File: config.mk
export PLATFORM = sky130hd
export DESIGN_NAME = gamepad_axis_deadzone_conditioner
export DESIGN_NICKNAME = d
export VERILOG_FILES = /design/src/gadc_pkg.sv /design/src/gadc_front.sv /design/src/gadc_queue.sv /design/src/gadc_back.sv /design/src/gamepad_axis_deadzone_conditioner.sv
export SDC_FILE = /design/constraint.sdc
export NUM_CORES = 2
export LEC_CHECK = 0
export BUFFER_PORTS_ARGS = -buffer_cell sky130_fd_sc_hd__buf_2
export CAP_MARGIN = 15
export CORE_UTILIZATION = 30
export DETAILED_ROUTE_END_ITERATION = 8
export SLEW_MARGIN = 20
export SYNTH_ARGS = -nofsm -noshare
export SYNTH_HDL_FRONTEND = slang
export SYNTH_SLANG_ARGS = --single-unit
File: constraint.sdc
create_clock -name clock -period 17.6 [get_ports clock]
set_clock_uncertainty 0.1 [all_clocks]
set_input_delay 3.52 -clock clock [delete_from_list [all_inputs] [get_ports clock]]
set_output_delay 3.52 -clock clock [all_outputs]
set_load 0.03 [all_outputs]
File: src/gadc_pkg.sv
// ----------------------------------------------------------------------------
// gadc_pkg
// Shared types, constants and helper functions of the axis deadzone
// conditioner.
// ----------------------------------------------------------------------------
package gadc_pkg;

   localparam int PAD_COUNT = 4;

   localparam int LANES   = 6;
   localparam int LANE_LT = 0;
   localparam int LANE_RT = 1;
   localparam int LANE_LX = 2;
   localparam int LANE_LY = 3;
   localparam int LANE_RX = 4;
   localparam int LANE_RY = 5;

   localparam int DIV_STEPS       = 15;
   localparam int STEPS_PER_STAGE = 3;
   localparam int DIV_STAGES      = DIV_STEPS / STEPS_PER_STAGE;

   localparam int QUEUE_DEPTH = 2;

   localparam logic [14:0] Q_MAX = 15'h7fff;

   localparam logic [2:0] CSR_PAD_ENABLE     = 3'd0;
   localparam logic [2:0] CSR_SCALE_LOW      = 3'd1;
   localparam logic [2:0] CSR_SCALE_HIGH     = 3'd2;
   localparam logic [2:0] CSR_STICK_LEVEL    = 3'd3;
   localparam logic [2:0] CSR_TRIGGER_LEVEL  = 3'd4;
   localparam logic [2:0] CSR_TRIGGER_FLOOR  = 3'd5;
   localparam logic [2:0] CSR_LEFT_DEADZONE  = 3'd6;
   localparam logic [2:0] CSR_RIGHT_DEADZONE = 3'd7;

   typedef struct packed {
      logic        zero;
      logic        sat;
      logic        neg;
      logic [14:0] diff;
   } lane_in_type;

   typedef struct packed {
      logic [1:0]                   pad_id;
      logic                         active;
      logic [15:0]                  buttons;
      lane_in_type [LANES-1:0]      lanes;
   } front_item_type;

   typedef struct packed {
      logic        zero;
      logic        sat;
      logic        neg;
      logic [14:0] rem;
      logic [14:0] quo;
   } lane_work_type;

   typedef struct packed {
      logic [1:0]                   pad_id;
      logic                         active;
      logic [15:0]                  buttons;
      lane_work_type [LANES-1:0]    lanes;
   } back_item_type;

   // magnitude 0..32768 against the remap window
   function automatic lane_in_type classify(logic [15:0] m, logic [14:0] low,
                                            logic [14:0] high);
      lane_in_type r;
      r.zero = (m == 16'd0) || (m <= {1'b0, low});
      r.sat  = !r.zero && ((high <= low) || (m >= {1'b0, high}));
      r.neg  = 1'b0;
      r.diff = m[14:0] - low;
      return r;
   endfunction

   // one restoring division step
   function automatic lane_work_type div_step(lane_work_type w, logic b,
                                              logic [14:0] d);
      lane_work_type r;
      logic [15:0]   t;
      r = w;
      t = {w.rem, b};
      if (t >= {1'b0, d}) begin
         r.rem = 15'(t - {1'b0, d});
         r.quo = {w.quo[13:0], 1'b1};
      end else begin
         r.rem = t[14:0];
         r.quo = {w.quo[13:0], 1'b0};
      end
      return r;
   endfunction

endpackage

File: src/gadc_front.sv
// ----------------------------------------------------------------------------
// gadc_front
// Accepts raw reports, applies floors and deadzones, normalizes magnitudes
// and classifies each value against the remap window.
// ----------------------------------------------------------------------------
module gadc_front (
   input  logic                    clock,
   input  logic                    reset,
   input  logic                    req_valid,
   output logic                    req_ready,
   input  logic [1:0]              req_pad_index,
   input  logic                    req_connected,
   input  logic [15:0]             req_raw_buttons,
   input  logic [7:0]              req_raw_left_trigger,
   input  logic [7:0]              req_raw_right_trigger,
   input  logic signed [15:0]      req_raw_left_x,
   input  logic signed [15:0]      req_raw_left_y,
   input  logic signed [15:0]      req_raw_right_x,
   input  logic signed [15:0]      req_raw_right_y,
   input  logic                    pad_enable,
   input  logic [14:0]             scale_low,
   input  logic [14:0]             scale_high,
   input  logic [7:0]              trigger_raw_floor,
   input  logic [14:0]             left_raw_deadzone,
   input  logic [14:0]             right_raw_deadzone,
   output logic                    out_valid,
   input  logic                    out_ready,
   output gadc_pkg::front_item_type out_item
);
   import gadc_pkg::*;

   logic           valid_ff;
   front_item_type item_ff;
   front_item_type item_in;
   logic           act;

   function automatic lane_in_type do_trigger(logic [7:0] t, logic [7:0] floor_v,
                                              logic [14:0] low, logic [14:0] high);
      logic [15:0] x;
      logic [15:0] frac;
      logic [15:0] m;
      lane_in_type r;
      x    = {1'b0, t, 7'h7f};
      frac = 16'((17'(x) + 17'd1 + 17'(x[15:8])) >> 8);
      m    = 16'({t, 7'd0}) + frac;
      r    = classify(m, low, high);
      if (t <= floor_v) begin
         r.zero = 1'b1;
         r.sat  = 1'b0;
      end
      return r;
   endfunction

   function automatic lane_in_type do_axis(logic signed [15:0] x, logic [14:0] dz,
                                           logic [14:0] low, logic [14:0] high);
      logic signed [16:0] xs;
      logic [15:0]        m;
      lane_in_type        r;
      xs = 17'(x);
      if (x[15]) begin
         m = 16'(-xs);
      end else begin
         m = 16'(x) + 16'(x[14]);
      end
      r     = classify(m, low, high);
      r.neg = x[15];
      if ((xs <= $signed({2'b00, dz})) && (xs >= -$signed({2'b00, dz}))) begin
         r.zero = 1'b1;
         r.sat  = 1'b0;
      end
      return r;
   endfunction

   always_comb begin
      act = pad_enable && req_connected && (32'(req_pad_index) < PAD_COUNT);
      item_in.pad_id  = req_pad_index;
      item_in.active  = act;
      item_in.buttons = act ? req_raw_buttons : 16'd0;
      item_in.lanes[LANE_LT] = do_trigger(req_raw_left_trigger, trigger_raw_floor,
                                          scale_low, scale_high);
      item_in.lanes[LANE_RT] = do_trigger(req_raw_right_trigger, trigger_raw_floor,
                                          scale_low, scale_high);
      item_in.lanes[LANE_LX] = do_axis(req_raw_left_x, left_raw_deadzone,
                                       scale_low, scale_high);
      item_in.lanes[LANE_LY] = do_axis(req_raw_left_y, left_raw_deadzone,
                                       scale_low, scale_high);
      item_in.lanes[LANE_RX] = do_axis(req_raw_right_x, right_raw_deadzone,
                                       scale_low, scale_high);
      item_in.lanes[LANE_RY] = do_axis(req_raw_right_y, right_raw_deadzone,
                                       scale_low, scale_high);
      if (!act) begin
         for (int i = 0; i < LANES; i++) begin
            item_in.lanes[i].zero = 1'b1;
            item_in.lanes[i].sat  = 1'b0;
         end
      end
   end

   assign req_ready = !valid_ff || out_ready;
   assign out_valid = valid_ff;
   assign out_item  = item_ff;

   always_ff @(posedge clock) begin
      if (reset) begin
         valid_ff <= 1'b0;
      end else if (req_ready) begin
         valid_ff <= req_valid;
      end
      if (req_ready && req_valid) begin
         item_ff <= item_in;
      end
   end

endmodule

File: src/gadc_queue.sv
// ----------------------------------------------------------------------------
// gadc_queue
// Short FIFO between the classifying front and the dividing back.
// ----------------------------------------------------------------------------
module gadc_queue (
   input  logic                     clock,
   input  logic                     reset,
   input  logic                     in_valid,
   output logic                     in_ready,
   input  gadc_pkg::front_item_type in_item,
   output logic                     out_valid,
   input  logic                     out_ready,
   output gadc_pkg::front_item_type out_item
);
   import gadc_pkg::*;

   localparam int PW = $clog2(QUEUE_DEPTH);

   front_item_type             mem_ff [QUEUE_DEPTH];
   logic [PW-1:0]              wr_ptr_ff;
   logic [PW-1:0]              rd_ptr_ff;
   logic [$clog2(QUEUE_DEPTH+1)-1:0] count_ff;
   logic                       push;
   logic                       pop;

   assign in_ready  = 32'(count_ff) < QUEUE_DEPTH;
   assign out_valid = count_ff != '0;
   assign out_item  = mem_ff[rd_ptr_ff];
   assign push      = in_valid && in_ready;
   assign pop       = out_valid && out_ready;

   always_ff @(posedge clock) begin
      if (reset) begin
         wr_ptr_ff <= '0;
         rd_ptr_ff <= '0;
         count_ff  <= '0;
      end else begin
         if (push) begin
            wr_ptr_ff <= (32'(wr_ptr_ff) == QUEUE_DEPTH - 1) ? '0 : PW'(wr_ptr_ff + 1'b1);
         end
         if (pop) begin
            rd_ptr_ff <= (32'(rd_ptr_ff) == QUEUE_DEPTH - 1) ? '0 : PW'(rd_ptr_ff + 1'b1);
         end
         if (push && !pop) begin
            count_ff <= count_ff + 1'b1;
         end else if (pop && !push) begin
            count_ff <= count_ff - 1'b1;
         end
      end
      if (push) begin
         mem_ff[wr_ptr_ff] <= in_item;
      end
   end

   a_count_bound: assert property (@(posedge clock) disable iff (reset)
      32'(count_ff) <= QUEUE_DEPTH) else $error("queue count overflow");
   a_push_grows: assert property (@(posedge clock) disable iff (reset)
      (push && !pop) |=> (count_ff == $past(count_ff) + 1'b1))
      else $error("queue count lost a push");
   a_pop_shrinks: assert property (@(posedge clock) disable iff (reset)
      (pop && !push) |=> (count_ff == $past(count_ff) - 1'b1))
      else $error("queue count lost a pop");

endmodule

File: src/gadc_back.sv
// ----------------------------------------------------------------------------
// gadc_back
// Pipelined remap division for all six values, sign restore, derived
// presses and the result register.
// ----------------------------------------------------------------------------
module gadc_back (
   input  logic                     clock,
   input  logic                     reset,
   input  logic                     in_valid,
   output logic                     in_ready,
   input  gadc_pkg::front_item_type in_item,
   input  logic [14:0]              scale_low,
   input  logic [14:0]              scale_high,
   input  logic [14:0]              stick_press_level,
   input  logic [14:0]              trigger_press_level,
   output logic                     rsp_valid,
   input  logic                     rsp_ready,
   output logic [1:0]               rsp_pad_id,
   output logic                     rsp_active,
   output logic [15:0]              rsp_buttons_out,
   output logic [14:0]              rsp_left_trigger,
   output logic [14:0]              rsp_right_trigger,
   output logic signed [15:0]       rsp_left_x,
   output logic signed [15:0]       rsp_left_y,
   output logic signed [15:0]       rsp_right_x,
   output logic signed [15:0]       rsp_right_y,
   output logic [5:0]               rsp_derived_presses,
   output logic                     rsp_any_input
);
   import gadc_pkg::*;

   back_item_type        stg_ff [DIV_STAGES];
   back_item_type        stg_in [DIV_STAGES];
   logic [DIV_STAGES-1:0] vld_ff;
   logic                 en;
   logic [14:0]          d;
   logic [14:0]          half_d;
   back_item_type        init;
   back_item_type        last;
   logic [14:0]          r [LANES];
   logic                 rsp_valid_ff;

   assign en       = !rsp_valid_ff || rsp_ready;
   assign in_ready = en;
   assign d        = scale_high - scale_low;
   assign half_d   = d >> 1;
   assign last     = stg_ff[DIV_STAGES-1];
   assign rsp_valid = rsp_valid_ff;

   always_comb begin
      init.pad_id  = in_item.pad_id;
      init.active  = in_item.active;
      init.buttons = in_item.buttons;
      for (int i = 0; i < LANES; i++) begin
         init.lanes[i].zero = in_item.lanes[i].zero;
         init.lanes[i].sat  = in_item.lanes[i].sat;
         init.lanes[i].neg  = in_item.lanes[i].neg;
         init.lanes[i].rem  = in_item.lanes[i].diff;
         init.lanes[i].quo  = '0;
      end
   end

   always_comb begin
      for (int s = 0; s < DIV_STAGES; s++) begin
         stg_in[s] = (s == 0) ? init : stg_ff[(s == 0) ? 0 : s - 1];
         for (int j = 0; j < STEPS_PER_STAGE; j++) begin
            for (int i = 0; i < LANES; i++) begin
               stg_in[s].lanes[i] = div_step(stg_in[s].lanes[i],
                  half_d[4'(DIV_STEPS - 1 - (s * STEPS_PER_STAGE + j))], d);
            end
         end
      end
   end

   always_comb begin
      for (int i = 0; i < LANES; i++) begin
         priority if (last.lanes[i].zero) begin
            r[i] = '0;
         end else if (last.lanes[i].sat) begin
            r[i] = Q_MAX;
         end else begin
            r[i] = last.lanes[i].quo;
         end
      end
   end

   function automatic logic signed [15:0] signed_out(logic [14:0] v, logic neg);
      return neg ? -$signed({1'b0, v}) : $signed({1'b0, v});
   endfunction

   always_ff @(posedge clock) begin
      if (reset) begin
         vld_ff       <= '0;
         rsp_valid_ff <= 1'b0;
      end else if (en) begin
         vld_ff       <= {vld_ff[DIV_STAGES-2:0], in_valid};
         rsp_valid_ff <= vld_ff[DIV_STAGES-1];
      end
      if (en) begin
         for (int s = 0; s < DIV_STAGES; s++) begin
            stg_ff[s] <= stg_in[s];
         end
         rsp_pad_id        <= last.pad_id;
         rsp_active        <= last.active;
         rsp_buttons_out   <= last.buttons;
         rsp_left_trigger  <= r[LANE_LT];
         rsp_right_trigger <= r[LANE_RT];
         rsp_left_x        <= signed_out(r[LANE_LX], last.lanes[LANE_LX].neg);
         rsp_left_y        <= signed_out(r[LANE_LY], last.lanes[LANE_LY].neg);
         rsp_right_x       <= signed_out(r[LANE_RX], last.lanes[LANE_RX].neg);
         rsp_right_y       <= signed_out(r[LANE_RY], last.lanes[LANE_RY].neg);
         rsp_derived_presses <= {
            r[LANE_RT] > trigger_press_level,
            r[LANE_LT] > trigger_press_level,
            last.lanes[LANE_LX].neg && (r[LANE_LX] > stick_press_level),
            !last.lanes[LANE_LX].neg && (r[LANE_LX] > stick_press_level),
            last.lanes[LANE_LY].neg && (r[LANE_LY] > stick_press_level),
            !last.lanes[LANE_LY].neg && (r[LANE_LY] > stick_press_level)};
         rsp_any_input <= (last.buttons != 16'd0) || (r[LANE_LT] != '0) ||
                          (r[LANE_RT] != '0) || (r[LANE_LX] != '0) ||
                          (r[LANE_LY] != '0) || (r[LANE_RX] != '0) ||
                          (r[LANE_RY] != '0);
      end
   end

   a_stall_holds: assert property (@(posedge clock) disable iff (reset)
      !en |=> (vld_ff == $past(vld_ff))) else $error("pipeline moved while stalled");
   a_idle_inactive: assert property (@(posedge clock) disable iff (reset)
      (rsp_valid_ff && !rsp_active) |-> (rsp_any_input == 1'b0 &&
      rsp_derived_presses == 6'd0)) else $error("inactive pad reports input");
   a_feed: assert property (@(posedge clock) disable iff (reset)
      (en && vld_ff[DIV_STAGES-1]) |=> rsp_valid_ff) else $error("result dropped");

endmodule

File: src/gamepad_axis_deadzone_conditioner.sv
// ----------------------------------------------------------------------------
// gamepad_axis_deadzone_conditioner
// Turns raw gamepad reports into deadzone-filtered, remapped Q1.15 values
// with derived stick and trigger presses.
// ----------------------------------------------------------------------------
// Each report passes through the front register, the queue, five stages of the
// shared-form remap divider at three quotient bits each and the result register;
// throughput is one report per cycle while rsp_ready stays high. Registers may be
// written only while no report is in flight.
module gamepad_axis_deadzone_conditioner (
   input  logic               clock,
   input  logic               reset,
   input  logic               csr_we,
   input  logic [2:0]         csr_index,
   input  logic [14:0]        csr_wdata,
   input  logic               req_valid,
   output logic               req_ready,
   input  logic [1:0]         req_pad_index,
   input  logic               req_connected,
   input  logic [15:0]        req_raw_buttons,
   input  logic [7:0]         req_raw_left_trigger,
   input  logic [7:0]         req_raw_right_trigger,
   input  logic signed [15:0] req_raw_left_x,
   input  logic signed [15:0] req_raw_left_y,
   input  logic signed [15:0] req_raw_right_x,
   input  logic signed [15:0] req_raw_right_y,
   output logic               rsp_valid,
   input  logic               rsp_ready,
   output logic [1:0]         rsp_pad_id,
   output logic               rsp_active,
   output logic [15:0]        rsp_buttons_out,
   output logic [14:0]        rsp_left_trigger,
   output logic [14:0]        rsp_right_trigger,
   output logic signed [15:0] rsp_left_x,
   output logic signed [15:0] rsp_left_y,
   output logic signed [15:0] rsp_right_x,
   output logic signed [15:0] rsp_right_y,
   output logic [5:0]         rsp_derived_presses,
   output logic               rsp_any_input
);
   import gadc_pkg::*;

   logic           pad_enable_ff;
   logic [14:0]    scale_low_ff;
   logic [14:0]    scale_high_ff;
   logic [14:0]    stick_level_ff;
   logic [14:0]    trigger_level_ff;
   logic [7:0]     trigger_floor_ff;
   logic [14:0]    left_dz_ff;
   logic [14:0]    right_dz_ff;

   logic           f_valid;
   logic           f_ready;
   front_item_type f_item;
   logic           q_valid;
   logic           q_ready;
   front_item_type q_item;

   always_ff @(posedge clock) begin
      if (reset) begin
         pad_enable_ff    <= 1'b1;
         scale_low_ff     <= 15'd9830;
         scale_high_ff    <= 15'd24576;
         stick_level_ff   <= 15'd22938;
         trigger_level_ff <= 15'd3277;
         trigger_floor_ff <= 8'd30;
         left_dz_ff       <= 15'd7849;
         right_dz_ff      <= 15'd8689;
      end else if (csr_we) begin
         unique case (csr_index)
            CSR_PAD_ENABLE:     pad_enable_ff    <= csr_wdata[0];
            CSR_SCALE_LOW:      scale_low_ff     <= csr_wdata;
            CSR_SCALE_HIGH:     scale_high_ff    <= csr_wdata;
            CSR_STICK_LEVEL:    stick_level_ff   <= csr_wdata;
            CSR_TRIGGER_LEVEL:  trigger_level_ff <= csr_wdata;
            CSR_TRIGGER_FLOOR:  trigger_floor_ff <= csr_wdata[7:0];
            CSR_LEFT_DEADZONE:  left_dz_ff       <= csr_wdata;
            CSR_RIGHT_DEADZONE: right_dz_ff      <= csr_wdata;
            default: ;
         endcase
      end
   end

   gadc_front u_front (
      .clock, .reset,
      .req_valid, .req_ready, .req_pad_index, .req_connected, .req_raw_buttons,
      .req_raw_left_trigger, .req_raw_right_trigger,
      .req_raw_left_x, .req_raw_left_y, .req_raw_right_x, .req_raw_right_y,
      .pad_enable         (pad_enable_ff),
      .scale_low          (scale_low_ff),
      .scale_high         (scale_high_ff),
      .trigger_raw_floor  (trigger_floor_ff),
      .left_raw_deadzone  (left_dz_ff),
      .right_raw_deadzone (right_dz_ff),
      .out_valid          (f_valid),
      .out_ready          (f_ready),
      .out_item           (f_item)
   );

   gadc_queue u_queue (
      .clock, .reset,
      .in_valid  (f_valid),
      .in_ready  (f_ready),
      .in_item   (f_item),
      .out_valid (q_valid),
      .out_ready (q_ready),
      .out_item  (q_item)
   );

   gadc_back u_back (
      .clock, .reset,
      .in_valid            (q_valid),
      .in_ready            (q_ready),
      .in_item             (q_item),
      .scale_low           (scale_low_ff),
      .scale_high          (scale_high_ff),
      .stick_press_level   (stick_level_ff),
      .trigger_press_level (trigger_level_ff),
      .rsp_valid, .rsp_ready, .rsp_pad_id, .rsp_active, .rsp_buttons_out,
      .rsp_left_trigger, .rsp_right_trigger,
      .rsp_left_x, .rsp_left_y, .rsp_right_x, .rsp_right_y,
      .rsp_derived_presses, .rsp_any_input
   );

endmodule

==> flow_summary.ini <==
[sta]
rsz0062_at_grt = no
finalWorstSetupSlack_ps = 5860
max_freq_ghz = 0.0852
slew_violations = 0
hold_viol_final = 0
max-slew-margin-rel_pct = 26.0
worst_slew_pin_slew_ps = 1110
finalCritPeriodShare_pct = 66.7
period_needed_ps = 11740
setup_viol_count_final = 0
final.setup.tns_ps = 0

[route]
drc = 0
num_vias = 49334
drt-total-wl_mm = 191
drtIter0Drc = 4278
drt_first_pass_iters = 8
antenna_left = 0
viasPerCell = 5.27
avgRoutedWirePerCell_um = 20.4

[flow_run]
cap_viol_max_count = 0

[final_layout]
stdcell_area_um2 = 70600
drive_above_1_share_pct = 11.3
fin_cells = 9359
fin_nets = 7483
areaGrowthSynthToFinish_pct = 12.3

[setup_path]
arrival_ps = 12110
critPathMostFrequentCell = a21o_1
cp_max_fo = 24
required_ps = 17970
rr_endpoint = u_back.stg_ff[0][1000]$_DFFE_PN_
cp-start-kind = flop
slowest_delay_ps = 820
crit_path_top_delay_cell = nor3_1
r2r_cells = 44
r2r-start = scale_low_ff[2]$_SDFFE_PP1P_
path_class = reg -> reg
reg2reg_slack_ps = 5860
crit_path_end_kind = flop

[floorplan]
start_util_pct = 30.3
ios = 244
die_x_um = 460
die_h_um = 460
coreArea_um2 = 208000
die_area_um2 = 211000
num_rows = 167

[synth]
synth_edf_count = 746
ys_ff_latch = 857
syn_nets = 7232
netlist_area_um2 = 62900
ys_types = 113
synthTopCellsByArea = edfxtp_1 36%, ha_1 17%, a21oi_1 3.9%
avgSynthCellArea_um2 = 10.1
synth_top_area_share_pct = 35.6
ys_warn_count = 0
seq_area_frac_synth_pct = 39.2
synth.most_common_cell = ha_1
yosysTopAreaCell = edfxtp_1
synthTopCellsByCount = 830 x ha_1, 746 x edfxtp_1, 508 x nor2_1
ys_async_sr_fraction_pct = 0
synth-main-ff-cell = edfxtp_1
netlist_instances = 6242

[global_routing]
grt-ovfl-total = 0
grt_max_degree = 145
grt_pass1_vias = 47883
grt_antenna_before_repair = 13
grt_usage_pct = 17.6
grt_pass1_wl_mm = 287

[clocking]
cts_resized = 0
clkSlewWorstSetupHoldPaths_ps = 70
cts_made_buffers = 91
hold_buffers = 0
cts_tree = yes
cts_sinks = 857
postCtsSetupRepairBufs = 0
cts_buffer_depth = 3
cts_root_buf = clkbuf_16
cts_max_level = 3
clock_insertion_delay_worst_skew_ps = 730

[worst_hold_path]
worstHoldEndpoint = u_back.stg_ff[0][461]$_DFFE_PN_
hold_depth = 0
holdCritStartpoint = u_back.stg_ff[0][241]$_DFFE_PN_
hold_class = reg -> reg

[place]
place_congestion = 0.944
dp_slack_ps = 6100
io_buffers = 243
hpwl_mm = 143
dp_cells = 9187
placed_area_um2 = 67500

[power_and_ir_drop]
leakagePower_nw = 29.5
peakVddDrop_v = 0.000136
powerDensity_nw_per_um2 = 202
p_total_mw = 14.2

[outcome]
status = finished, final reports clean
## how the worst max path moves through the flow
stage	from	endpoint	slack [ps]	cells after the start
2_1_floorplan	rsp_ready	u_queue.count_ff[1]$_SDFFE_PP0P_	4370	6
3_3_place_gp	scale_low_ff[1]$_SDFFE_PP1P_	u_back.stg_ff[0][1000]$_DFFE_PN_	6280	45
3_5_place_dp	scale_low_ff[1]$_SDFFE_PP1P_	u_back.stg_ff[0][1000]$_DFFE_PN_	6100	45
4_1_cts	scale_low_ff[1]$_SDFFE_PP1P_	u_back.stg_ff[0][1000]$_DFFE_PN_	6030	45
5_1_grt	scale_low_ff[2]$_SDFFE_PP1P_	u_back.stg_ff[0][1000]$_DFFE_PN_	5250	45
6_report	scale_low_ff[2]$_SDFFE_PP1P_	u_back.stg_ff[0][1000]$_DFFE_PN_	5860	44
## registers in the layout (all words and copies together), names as in the netlist, 16 cells and up, named ones only
signal,flops
u_queue.mem_ff,142
u_back.stg_ff,429
u_front.out_item,71
u_back.rsp_buttons_out,16
u_back.rsp_left_x,16
u_back.rsp_right_y,16
u_back.rsp_left_y,16
u_back.rsp_right_x,16
## cells by family after synthesis
logic type	synth area share, %
adders and majority gates	17.9
xor gates and xnor gates	5.63
DFF	39.2
muxes	4.20
and+or+nand+nor	14.0
buffers and inverters	3.29
AOI/OAI and AO/OA	15.8
## power breakdown
part | total (mW) | internal, mW | switching [mW]
combinational | 8.86 | 3.77 | 5.09
clock | 1.95 | 1.10 | 0.852
sequential | 3.42 | 3.04 | 0.376
total | 14.2 | 7.92 | 6.32
## worst max-delay path, delay by kind of cell, from the launching register on
family / cells / cell delay [ps]
AOI/OAI and AO/OA: 28 / 6040
muxes: 1 / 410
adders and majority gates: 4 / 1430
and+or+nand+nor: 7 / 1780
buffers and inverters: 4 / 1340
DFF: 1 / 300
## cell usage in the layout (no fill, tap or decap), types with 92 or more instances in the layout
cell type	netlist	final
edfxtp_1	746	746
inv_1	334	330
mux2_2	176	176
nor3_1	114	112
nand3_1	113	113
xor2_1	147	143
ha_1	830	830
nand2_1	475	475
o21a_1	92	92
a21o_1	229	228
a21oi_1	485	485
clkbuf_16	0	93
dfxtp_1	111	110
nand4_1	119	119
o21ai_0	295	295
buf_2	25	242
nor2_1	508	505
xnor2_1	254	252
nand2b_1	105	105
nor2b_1	116	115
## final cells by class
class / count / area (um2)
Fill cell: 21038 / 137000
Multi-Input combinational cell: 4874 / 36300
Sequential cell: 857 / 24600
Tap cell: 2788 / 3490
Clock buffer: 122 / 2470
Timing Repair Buffer: 321 / 1820
Inverter: 348 / 1310
Clock inverter: 47 / 552
Antenna cell: 2 / 5.00
## per-stage QoR
step / utilization, % / hold WS [ps]
4_1_cts: 34.0 / 316
2_1_floorplan: - / 300
3_3_place_gp: 32.5 / 300
6_report: 34.0 / 303
3_5_place_dp: 32.5 / 305
5_1_grt: 34.0 / 318
## routing by layer
| metal | global-route usage [%] | vias to the layer above | routed length [um] |
|---|---|---|---|
| met2 | 28.0 | 1645 | 84200 |
| met4 | 5.69 | 8 | 5940 |
| met3 | 2.65 | 305 | 12800 |
| li1 | - | 23644 | - |
| met1 | 24.4 | 23732 | 87900 |
| met5 | 0 | - | 57 |
Note: power is estimated with default switching activity, not from simulation.
